===== src/psch_pkg.sv =====
// ============================================================================
// psch_pkg : shared types for the priority scheduler
// Job record carried by the sorting cells, cell control group and the
// sequencer state encoding.
// ============================================================================
`default_nettype none

package psch_pkg;

  // Default job capacity of the sorting chain.
  localparam int MAX_JOBS_DEF = 16;

  // Job id storage width; covers the largest supported capacity (64).
  localparam int JOB_ID_W = 6;

  localparam int BURST_W  = 16;
  localparam int PRIO_W   = 8;
  localparam int OUT_ID_W = 4;
  localparam int TIME_W   = 20;
  localparam int AVG_W_W  = 27;
  localparam int AVG_T_W  = 28;

  // One job held by a cell.
  typedef struct packed {
    logic                valid;
    logic [PRIO_W-1:0]   prio;
    logic [BURST_W-1:0]  burst;
    logic [JOB_ID_W-1:0] id;
  } job_t;

  // Per-cycle command to every cell of the chain.
  typedef struct packed {
    logic insert;  // place the new job, shift larger ones right
    logic shift;   // advance every cell toward the head
    logic clear;   // drop all held jobs
  } cell_ctl_t;

  typedef enum logic [2:0] {
    ST_LOAD,
    ST_EMIT,
    ST_DSTART,
    ST_DIV,
    ST_FINAL
  } sched_state_t;

endpackage

`default_nettype wire


===== src/psch_cell.sv =====
// ============================================================================
// psch_cell : one slot of the sorted job chain
// Holds one job. On insert, takes the new job or the left neighbor's job so
// the chain stays ordered by priority with ties in arrival order. On shift,
// takes the right neighbor's job.
// ============================================================================
`default_nettype none

module psch_cell
  import psch_pkg::*;
(
  input  wire logic      clk,
  input  wire logic      rst,
  input  wire cell_ctl_t ctl,
  input  wire job_t      new_job,
  input  wire job_t      left_job,
  input  wire logic      left_gt,
  input  wire job_t      right_job,
  output job_t           job,
  output logic           gt
);

  job_t job_next;

  // Empty slots count as larger, so the new job lands at the first of them.
  assign gt = !job.valid || (job.prio > new_job.prio);

  always_comb begin
    job_next = job;
    if (ctl.clear) begin
      job_next.valid = 1'b0;
    end else if (ctl.insert) begin
      if (gt && !left_gt) begin
        job_next = new_job;
      end else if (gt) begin
        job_next = left_job;
      end
    end else if (ctl.shift) begin
      job_next = right_job;
    end
  end

  always_ff @(posedge clk) begin
    if (rst) begin
      job.valid <= 1'b0;
    end else begin
      job.valid <= job_next.valid;
    end
    job.prio  <= job_next.prio;
    job.burst <= job_next.burst;
    job.id    <= job_next.id;
  end

endmodule

`default_nettype wire


===== src/psch_div.sv =====
// ============================================================================
// psch_div : restoring divider, one quotient bit per cycle
// Divides a DVD_W-bit dividend by a DVS_W-bit divisor.
// ============================================================================
`default_nettype none

module psch_div
  import psch_pkg::*;
#(
  parameter int DVD_W = 34,
  parameter int DVS_W = 5
) (
  input  wire logic             clk,
  input  wire logic             rst,
  input  wire logic             start,
  input  wire logic [DVD_W-1:0] dividend,
  input  wire logic [DVS_W-1:0] divisor,
  output logic                  busy,
  output logic [DVD_W-1:0]      quotient
);

  localparam int CNT_W = $clog2(DVD_W + 1);

  logic [CNT_W-1:0] cnt;
  logic [DVS_W-1:0] rem;
  logic [DVD_W-1:0] acc;   // dividend bits shift out, quotient bits shift in
  logic [DVS_W:0]   trial;
  logic             fits;

  assign trial    = {rem, acc[DVD_W-1]};
  assign fits     = trial >= {1'b0, divisor};
  assign quotient = acc;

  always_ff @(posedge clk) begin
    if (rst) begin
      busy <= 1'b0;
      cnt  <= '0;
    end else if (start) begin
      busy <= 1'b1;
      cnt  <= CNT_W'(DVD_W);
    end else if (busy) begin
      cnt  <= cnt - 1'b1;
      busy <= (cnt != CNT_W'(1));
    end
  end

  always_ff @(posedge clk) begin
    if (start) begin
      rem <= '0;
      acc <= dividend;
    end else if (busy) begin
      rem <= fits ? DVS_W'(trial - {1'b0, divisor}) : DVS_W'(trial);
      acc <= {acc[DVD_W-2:0], fits};
    end
  end

endmodule

`default_nettype wire


===== src/priority_nonpreemptive_scheduler_top.sv =====
// ============================================================================
// priority_nonpreemptive_scheduler_top : non-preemptive priority scheduler
// Collects a batch of jobs in a sorted cell chain and emits them in
// ascending priority order with waiting, turnaround and average times.
// ============================================================================
//
//  channel | handshake            | payload
//  --------+----------------------+--------------------------------------------
//  in      | in_valid / in_ready  | burst_time, priority_req, last_job
//  out     | out_valid / out_ready| job_id, job_priority, job_burst,
//          |                      | waiting_time, turnaround_time, avg_waiting,
//          |                      | avg_turnaround, overflow, last_result
//
//  Loading places each accepted request in its place in the chain in the
//  cycle it is accepted, or drops it and flags overflow if the chain is full.
//  Emitting loads the next result whenever the output register is empty or
//  out_ready is high; the final result waits for the average dividers,
//  bit-serial dividers that produce one quotient bit per cycle.
//  in_ready is low from the last_job request until the final result is
//  loaded into the output register. A stalled output holds the chain.
//  Reset clears the chain, counters and sequencer; nothing else is needed.
// ============================================================================
`default_nettype none

module priority_nonpreemptive_scheduler_top
  import psch_pkg::*;
#(
  parameter int MAX_JOBS = MAX_JOBS_DEF
) (
  input  wire logic                clk,
  input  wire logic                rst,

  input  wire logic                in_valid,
  output logic                     in_ready,
  input  wire logic [BURST_W-1:0]  burst_time,
  input  wire logic [PRIO_W-1:0]   priority_req,
  input  wire logic                last_job,

  output logic                     out_valid,
  input  wire logic                out_ready,
  output logic [OUT_ID_W-1:0]      job_id,
  output logic [PRIO_W-1:0]        job_priority,
  output logic [BURST_W-1:0]       job_burst,
  output logic [TIME_W-1:0]        waiting_time,
  output logic [TIME_W-1:0]        turnaround_time,
  output logic [AVG_W_W-1:0]       avg_waiting,
  output logic [AVG_T_W-1:0]       avg_turnaround,
  output logic                     overflow,
  output logic                     last_result
);

  // Count, elapsed-time, sum and dividend widths all follow the capacity.
  localparam int CNT_W = $clog2(MAX_JOBS + 1);
  localparam int ELP_W = (BURST_W + CNT_W > TIME_W) ? BURST_W + CNT_W : TIME_W;
  localparam int SUM_W = ELP_W + CNT_W;
  localparam int DIV_W = SUM_W + 8;

  sched_state_t state, state_next;

  logic [CNT_W-1:0] job_count;
  logic             overflow_seen;
  logic [ELP_W-1:0] elapsed;
  logic [SUM_W-1:0] sum_wait;
  logic [SUM_W-1:0] sum_tat;

  // Chain wiring: entry MAX_JOBS is the permanently empty slot past the tail.
  job_t                chain [MAX_JOBS+1];
  logic [MAX_JOBS:0]   gt_vec;
  logic [MAX_JOBS-1:0] valid_vec;
  job_t                new_job;
  cell_ctl_t           ctl;

  logic             accept_in;
  logic             store;
  logic             slot_free;
  logic             last_one;
  logic             pop;
  logic             park;
  logic             div_start;
  logic             final_load;
  logic [ELP_W-1:0] head_tat;

  logic             div_busy_w;
  logic             div_busy_t;
  logic [DIV_W-1:0] quo_wait;
  logic [DIV_W-1:0] quo_tat;

  // --------------------------------------------------------------------------
  // Sorted cell chain
  // --------------------------------------------------------------------------
  assign new_job.valid = 1'b1;
  assign new_job.prio  = priority_req;
  assign new_job.burst = burst_time;
  assign new_job.id    = JOB_ID_W'(job_count);

  assign gt_vec[0]       = 1'b0;
  assign chain[MAX_JOBS] = '0;

  for (genvar i = 0; i < MAX_JOBS; i++) begin : g_cell
    job_t left_job;

    if (i == 0) begin : g_head
      assign left_job = new_job;
    end else begin : g_body
      assign left_job = chain[i-1];
    end

    psch_cell u_cell (
      .clk       (clk),
      .rst       (rst),
      .ctl       (ctl),
      .new_job   (new_job),
      .left_job  (left_job),
      .left_gt   (gt_vec[i]),
      .right_job (chain[i+1]),
      .job       (chain[i]),
      .gt        (gt_vec[i+1])
    );

    assign valid_vec[i] = chain[i].valid;
  end

  // --------------------------------------------------------------------------
  // Sequencer
  // --------------------------------------------------------------------------
  assign slot_free = !out_valid || out_ready;
  assign last_one  = !chain[1].valid;
  assign head_tat  = elapsed + ELP_W'(chain[0].burst);

  always_comb begin
    state_next = state;
    unique case (state)
      ST_LOAD: begin
        if (in_valid && last_job) begin
          state_next = ST_EMIT;
        end
      end
      ST_EMIT: begin
        if (last_one) begin
          state_next = ST_DSTART;
        end
      end
      ST_DSTART: begin
        state_next = ST_DIV;
      end
      ST_DIV: begin
        if (!div_busy_w && !div_busy_t) begin
          state_next = ST_FINAL;
        end
      end
      ST_FINAL: begin
        if (slot_free) begin
          state_next = ST_LOAD;
        end
      end
      default: begin
        state_next = ST_LOAD;
      end
    endcase
  end

  always_comb begin
    in_ready   = 1'b0;
    pop        = 1'b0;
    park       = 1'b0;
    div_start  = 1'b0;
    final_load = 1'b0;
    unique case (state)
      ST_LOAD:   in_ready   = 1'b1;
      ST_EMIT: begin
        // Keep the final job at the head until the averages are ready.
        park = last_one;
        pop  = !last_one && slot_free;
      end
      ST_DSTART: div_start  = 1'b1;
      ST_DIV:    ;
      ST_FINAL:  final_load = slot_free;
      default:   ;
    endcase
  end

  assign accept_in  = in_valid && in_ready;
  assign store      = accept_in && (job_count < CNT_W'(MAX_JOBS));
  assign ctl.insert = store;
  assign ctl.shift  = pop;
  assign ctl.clear  = final_load;

  always_ff @(posedge clk) begin
    if (rst) begin
      state <= ST_LOAD;
    end else begin
      state <= state_next;
    end
  end

  // --------------------------------------------------------------------------
  // Batch bookkeeping and running times
  // --------------------------------------------------------------------------
  always_ff @(posedge clk) begin
    if (rst) begin
      job_count     <= '0;
      overflow_seen <= 1'b0;
      elapsed       <= '0;
      sum_wait      <= '0;
      sum_tat       <= '0;
    end else if (final_load) begin
      job_count     <= '0;
      overflow_seen <= 1'b0;
      elapsed       <= '0;
      sum_wait      <= '0;
      sum_tat       <= '0;
    end else begin
      if (store) begin
        job_count <= job_count + 1'b1;
      end else if (accept_in) begin
        // Drop the job: the chain is full.
        overflow_seen <= 1'b1;
      end
      if (pop || park) begin
        sum_wait <= sum_wait + SUM_W'(elapsed);
        sum_tat  <= sum_tat + SUM_W'(head_tat);
      end
      if (pop) begin
        elapsed <= head_tat;
      end
    end
  end

  // --------------------------------------------------------------------------
  // Average dividers: 256 * sum / job count
  // --------------------------------------------------------------------------
  psch_div #(
    .DVD_W (DIV_W),
    .DVS_W (CNT_W)
  ) u_div_wait (
    .clk      (clk),
    .rst      (rst),
    .start    (div_start),
    .dividend ({sum_wait, 8'b0}),
    .divisor  (job_count),
    .busy     (div_busy_w),
    .quotient (quo_wait)
  );

  psch_div #(
    .DVD_W (DIV_W),
    .DVS_W (CNT_W)
  ) u_div_tat (
    .clk      (clk),
    .rst      (rst),
    .start    (div_start),
    .dividend ({sum_tat, 8'b0}),
    .divisor  (job_count),
    .busy     (div_busy_t),
    .quotient (quo_tat)
  );

  // --------------------------------------------------------------------------
  // Output register
  // --------------------------------------------------------------------------
  always_ff @(posedge clk) begin
    if (rst) begin
      out_valid <= 1'b0;
    end else if (pop || final_load) begin
      out_valid <= 1'b1;
    end else if (out_ready) begin
      out_valid <= 1'b0;
    end
  end

  always_ff @(posedge clk) begin
    if (pop || final_load) begin
      job_id          <= chain[0].id[OUT_ID_W-1:0];
      job_priority    <= chain[0].prio;
      job_burst       <= chain[0].burst;
      waiting_time    <= elapsed[TIME_W-1:0];
      turnaround_time <= head_tat[TIME_W-1:0];
      overflow        <= overflow_seen;
      last_result     <= final_load;
      avg_waiting     <= final_load ? quo_wait[AVG_W_W-1:0] : '0;
      avg_turnaround  <= final_load ? quo_tat[AVG_T_W-1:0] : '0;
    end
  end

  // --------------------------------------------------------------------------
  // Assertions
  // --------------------------------------------------------------------------
  // Held jobs always form an unbroken run from the head.
  a_chain_packed: assert property (@(posedge clk) disable iff (rst)
    ((valid_vec + 1'b1) & valid_vec) == '0)
    else $error("gap in job chain");

  // While loading, the chain holds exactly the counted jobs.
  a_count_match: assert property (@(posedge clk) disable iff (rst)
    (state == ST_LOAD) |-> ($countones(valid_vec) == job_count))
    else $error("chain occupancy differs from job count");

  // The count never passes capacity.
  a_count_cap: assert property (@(posedge clk) disable iff (rst)
    job_count <= CNT_W'(MAX_JOBS))
    else $error("job count beyond capacity");

  // Dividers run as soon as they are started.
  a_div_run: assert property (@(posedge clk) disable iff (rst)
    (state == ST_DSTART) |=> (div_busy_w && div_busy_t))
    else $error("average dividers did not start");

  // Loading the final result reopens the sequencer for a new batch.
  a_final_reload: assert property (@(posedge clk) disable iff (rst)
    final_load |=> (state == ST_LOAD && out_valid && last_result))
    else $error("final result load did not reopen the load phase");

endmodule

`default_nettype wire

===== config.mk =====
export PLATFORM = sky130hd
export DESIGN_NAME = priority_nonpreemptive_scheduler_top
export DESIGN_NICKNAME = d
export VERILOG_FILES = /design/src/psch_pkg.sv /design/src/psch_cell.sv /design/src/psch_div.sv /design/src/priority_nonpreemptive_scheduler_top.sv
export SDC_FILE = /design/constraint.sdc
export NUM_CORES = 2
export LEC_CHECK = 0
export BUFFER_PORTS_ARGS = -buffer_cell sky130_fd_sc_hd__buf_2
export CAP_MARGIN = 20
export CORE_ASPECT_RATIO = 2
export CORE_UTILIZATION = 53
export DETAILED_ROUTE_END_ITERATION = 6
export PLACE_DENSITY_LB_ADDON = 0.15
export SYNTH_ARGS = -nofsm -noshare
export SYNTH_HDL_FRONTEND = slang
export SYNTH_SLANG_ARGS = --single-unit
export TNS_END_PERCENT = 50

===== constraint.sdc =====
create_clock -name clk -period 6.5 [get_ports clk]
set_clock_uncertainty 0.1 [all_clocks]
set_input_delay 0.325 -clock clk [delete_from_list [all_inputs] [get_ports clk]]
set_output_delay 0.325 -clock clk [all_outputs]
set_load 0.05 [all_outputs]

==> impl_metrics.py <==
metrics = {
    "die": {
        "start_util_pct": 53.70,
        "dieWidth_um": 195.7,
        "num_io_pins": 156,
        "core_area_um2": 74100,
        "number_of_core_rows": 141,
        "dieHeight_um": 389.5,
        "dieArea_um2": 76240,
    },
    "logic_synthesis": {
        "synth-xor-area-share_pct": 1.541,
        "synth_adder_area_share_pct": 6.573,
        "synth.area.mux_share_pct": 4.054,
        "synth_simple_gate_area_share_pct": 15.72,
        "synth_compound_gate_area_share_pct": 14.40,
        "post_synth_top_area_cell": "edfxtp_1",
        "ys_warn_count": 0,
        "synth.net_count": 4065,
        "synth_cell_types": 73,
        "netlist_top_cells_area": "edfxtp_1 (47%), dfxtp_1 (7.0%), nand2_1 (6.5%)",
        "synth-seq-area-share_pct": 54.17,
        "postSynthCellCount": 3830,
        "ys_seq_elements": 764,
        "yosys_most_used_dff": "edfxtp_1",
        "syn-cell-area_um2": 39790,
        "synth_enable_flop_cells": 625,
        "synth_top_family_by_area": "simple AND/OR/NAND/NOR gates",
        "synth_async_sr_flop_share_pct": 0,
        "synth_largest_type_area_fraction_pct": 47.17,
        "mapped_avg_cell_area_um2": 10.39,
    },
    "sta": {
        "timing.fmax_ghz": 0.2104,
        "timing_hold_violations_final": 0,
        "setup_slack_ps": 1748,
        "rsz0062_at_grt": "no",
        "worst_slew_margin_rel_pct": 13.38,
        "period_share_pct": 73.11,
        "period_needed_ps": 4752,
        "timing.hold.ws_ps": 69.29,
        "setup_violations": 0,
        "fin_tns_setup_ps": 0,
        "timing_worst_slew_pin_value_ps": 1299,
        "drv_slew": 0,
    },
    "route": {
        "drt.antenna.violating_nets": 0,
        "routed_via_density": 6.284,
        "dr_total_vias": 30310,
        "drt_first_iter_violations": 2723,
        "route.detailed.drc": 4,
        "routedWlPerCell_um": 23.61,
        "drt-pass1-iter-count": 7,
        "routed_wl_mm": 113.9,
    },
    "final_layout": {
        "final_design_area_no_fill_um2": 43860,
        "register_area_um2": 21550,
        "fill_cells": 6293,
        "most_frequent_standard_cell_in_the_layout_excluding_fill_and_tap_cells": "nand2_1",
        "layout-area-overhead-vs-synth_pct": 10.24,
        "layout.cells.most_common_list": "nand2_1 (686), edfxtp_1 (625), nand3_1 (369), o211ai_1 (259), o21ai_0 (225)",
        "multi_input_area_um2": 17160,
        "drive_gt1_share_pct": 9.635,
        "finalNetCount": 4072,
    },
    "global_routing": {
        "overflow": 0,
        "grt_usage_pct": 29.93,
        "grt_start_max_net_pins": 291,
        "first_pass_grt_wire_length_mm": 173.2,
        "antenna_violations_before_repair": 5,
        "vias_in_the_first_global_route": 29570,
    },
    "critical_path": {
        "critical_path.startpoint": "g_cell[0].u_cell.job[6]$_DFFE_PP_",
        "endpoint_kind": "flip-flop",
        "critical_path_required_ps": 6930,
        "crit_path_start_kind": "flip-flop",
        "endpoint": "sum_tat[25]$_SDFFE_PP0P_",
        "rr_worst_depth": 19,
        "cp_data_arrival_time_ps": 5180,
        "critical_path.reg2reg.endpoint": "sum_tat[25]$_SDFFE_PP0P_",
        "reg2reg_setup_slack_ps": 1750,
        "reg2reg_from": "g_cell[0].u_cell.job[6]$_DFFE_PP_",
        "crit_type": "reg2reg",
        "path_max_fanout": 9,
    },
    "cts": {
        "clkLatencyLatePin_ps": 660,
        "h-tree-depth": 3,
        "clock_tree.root_cell": "clkbuf_16",
        "cts-root-to-sink-buffers": 3,
        "cts_tree": "done",
        "cts_num_sinks": 764,
        "cts_inserted_buffers": 71,
        "cts.clk_slew.worst_paths_ps": 70,
        "post-cts-setup-buffer-count": 0,
    },
    "power": {
        "cellPowerDensity_nw_per_um2": 437.4,
        "total_power_mw": 19.18,
        "vdd_ir_drop_max_v": 0.0003544,
        "p_leak_nw": 16.54,
    },
    "place": {
        "quantity_of_i_o_buffers_inserted_on_ports": 155,
        "detailedPlace.worstSlack_ps": 1771,
        "placedInstanceArea_um2": 41420,
        "gp_routability_congestion": 0.8977,
        "dp.final_hpwl_mm": 76.80,
    },
    "status": {
        "violations_in_the_final_reports": "DRC",
        "run_status": "finished, violations left",
    },
    "worst_hold_path": {
        "timing.hold.worst.class": "in2reg",
    },
    "job": {
        "max_cap_viol_count": 0,
    },
}
==> kinds of logic (layout without fill, tap and decap cells) <==
group / Yosys count / count (layout)
AO/OA/AOI/OAI: 872 / 872
XOR/XNOR: 70 / 70
adder cells (fa/ha/maj): 206 / 206
buffers and inverters: 356 / 418
flip-flops: 764 / 764
multiplexers: 161 / 161
other: 0 / 3
AND/OR/NAND/NOR: 1401 / 1401
==> flip-flops by register name (all words and copies together), names as in the netlist, 21 cells and up <==
| signal | count |
|---|---|
| u_div_tat.quotient | 34 |
| avg_waiting | 27 |
| sum_wait | 26 |
| elapsed | 21 |
| u_div_wait.quotient | 34 |
| avg_turnaround | 28 |
| g_cell.u_cell.job | 464 |
| sum_tat | 26 |
==> critical path: stages (launching register included) <==
cell	delay, ps
edfxtp_1	430
ha_1	240
inv_1	70
fa_1	210
nor2b_1	60
o21a_2	210
o21ai_2	150
a21oi_2	90
a2111oi_1	540
o31a_1	430
xnor2_1	220
ha_1	380
a21o_1	230
or4_1	390
a21oi_1	120
or3_1	170
a21boi_1	130
o2111ai_1	240
xor2_1	180
nor2_1	50
==> how the worst min path moves through the flow <==
stage                     cells after the start                               from                            endpoint
after detailed placement                      0  g_cell[0].u_cell.job[3]$_DFFE_PP_                 job_id[3]$_DFFE_PP_
final                                         3                    priority_req[6]  g_cell[6].u_cell.job[28]$_DFFE_PP_
after global routing                          3                     burst_time[12]  g_cell[6].u_cell.job[18]$_DFFE_PP_
after global placement                        2           sum_tat[20]$_SDFFE_PP0P_            sum_tat[20]$_SDFFE_PP0P_
after floorplan                               0         overflow_seen$_SDFFE_PP0P_                  overflow$_DFFE_PP_
after CTS                                     3                     burst_time[12]  g_cell[6].u_cell.job[18]$_DFFE_PP_
==> stage by stage <==
step | cells | util, %
after global placement | 4691 | 55.90
after detailed placement | 4691 | 55.90
after global routing | 4824 | 59.19
after CTS | 4821 | 59.18
after floorplan | 3830 | -
final | 4824 | 59.19
==> Yosys cell counts (60+ instances only) <==
cell type	n
dfxtp_1	139
nand3_1	370
a21oi_1	127
and2_1	60
a21o_1	65
nand2_1	688
o21ai_0	228
mux2i_1	160
o211ai_1	259
ha_1	201
edfxtp_1	625
inv_1	75
clkbuf_1	198
nor2_1	132
==> cell type report <==
class / count / area share [%]
diodes: 3 / 0.01712
clock buffers: 84 / 4.256
clock inverters: 44 / 1.241
inverters: 75 / 0.6418
multi-input cells: 2710 / 39.13
flip-flops and latches: 764 / 49.14
well taps: 929 / 2.650
repair buffers: 215 / 2.921
==> power breakdown <==
part,internal [mW],switching [mW],total (mW)
clock network,2.52,1.96,4.47
logic,2.09,4.06,6.15
registers,7.53,1.03,8.56
==> routing by layer <==
layer | GRT usage [%] | part of all wire, %
met5 | 0 | 0.020
met4 | 19.03 | 6.5
met3 | 3.523 | 5.5
met2 | 53.84 | 52
met1 | 33.40 | 36
==> repair_timing <==
| item | CTS | global route |
|---|---|---|
| hold buffers | 2 | 0 |
| endpoints found under the hold margin | 9 | 0 |
| gates resized for setup | 0 | 0 |
(Power assumes the default switching activity.)
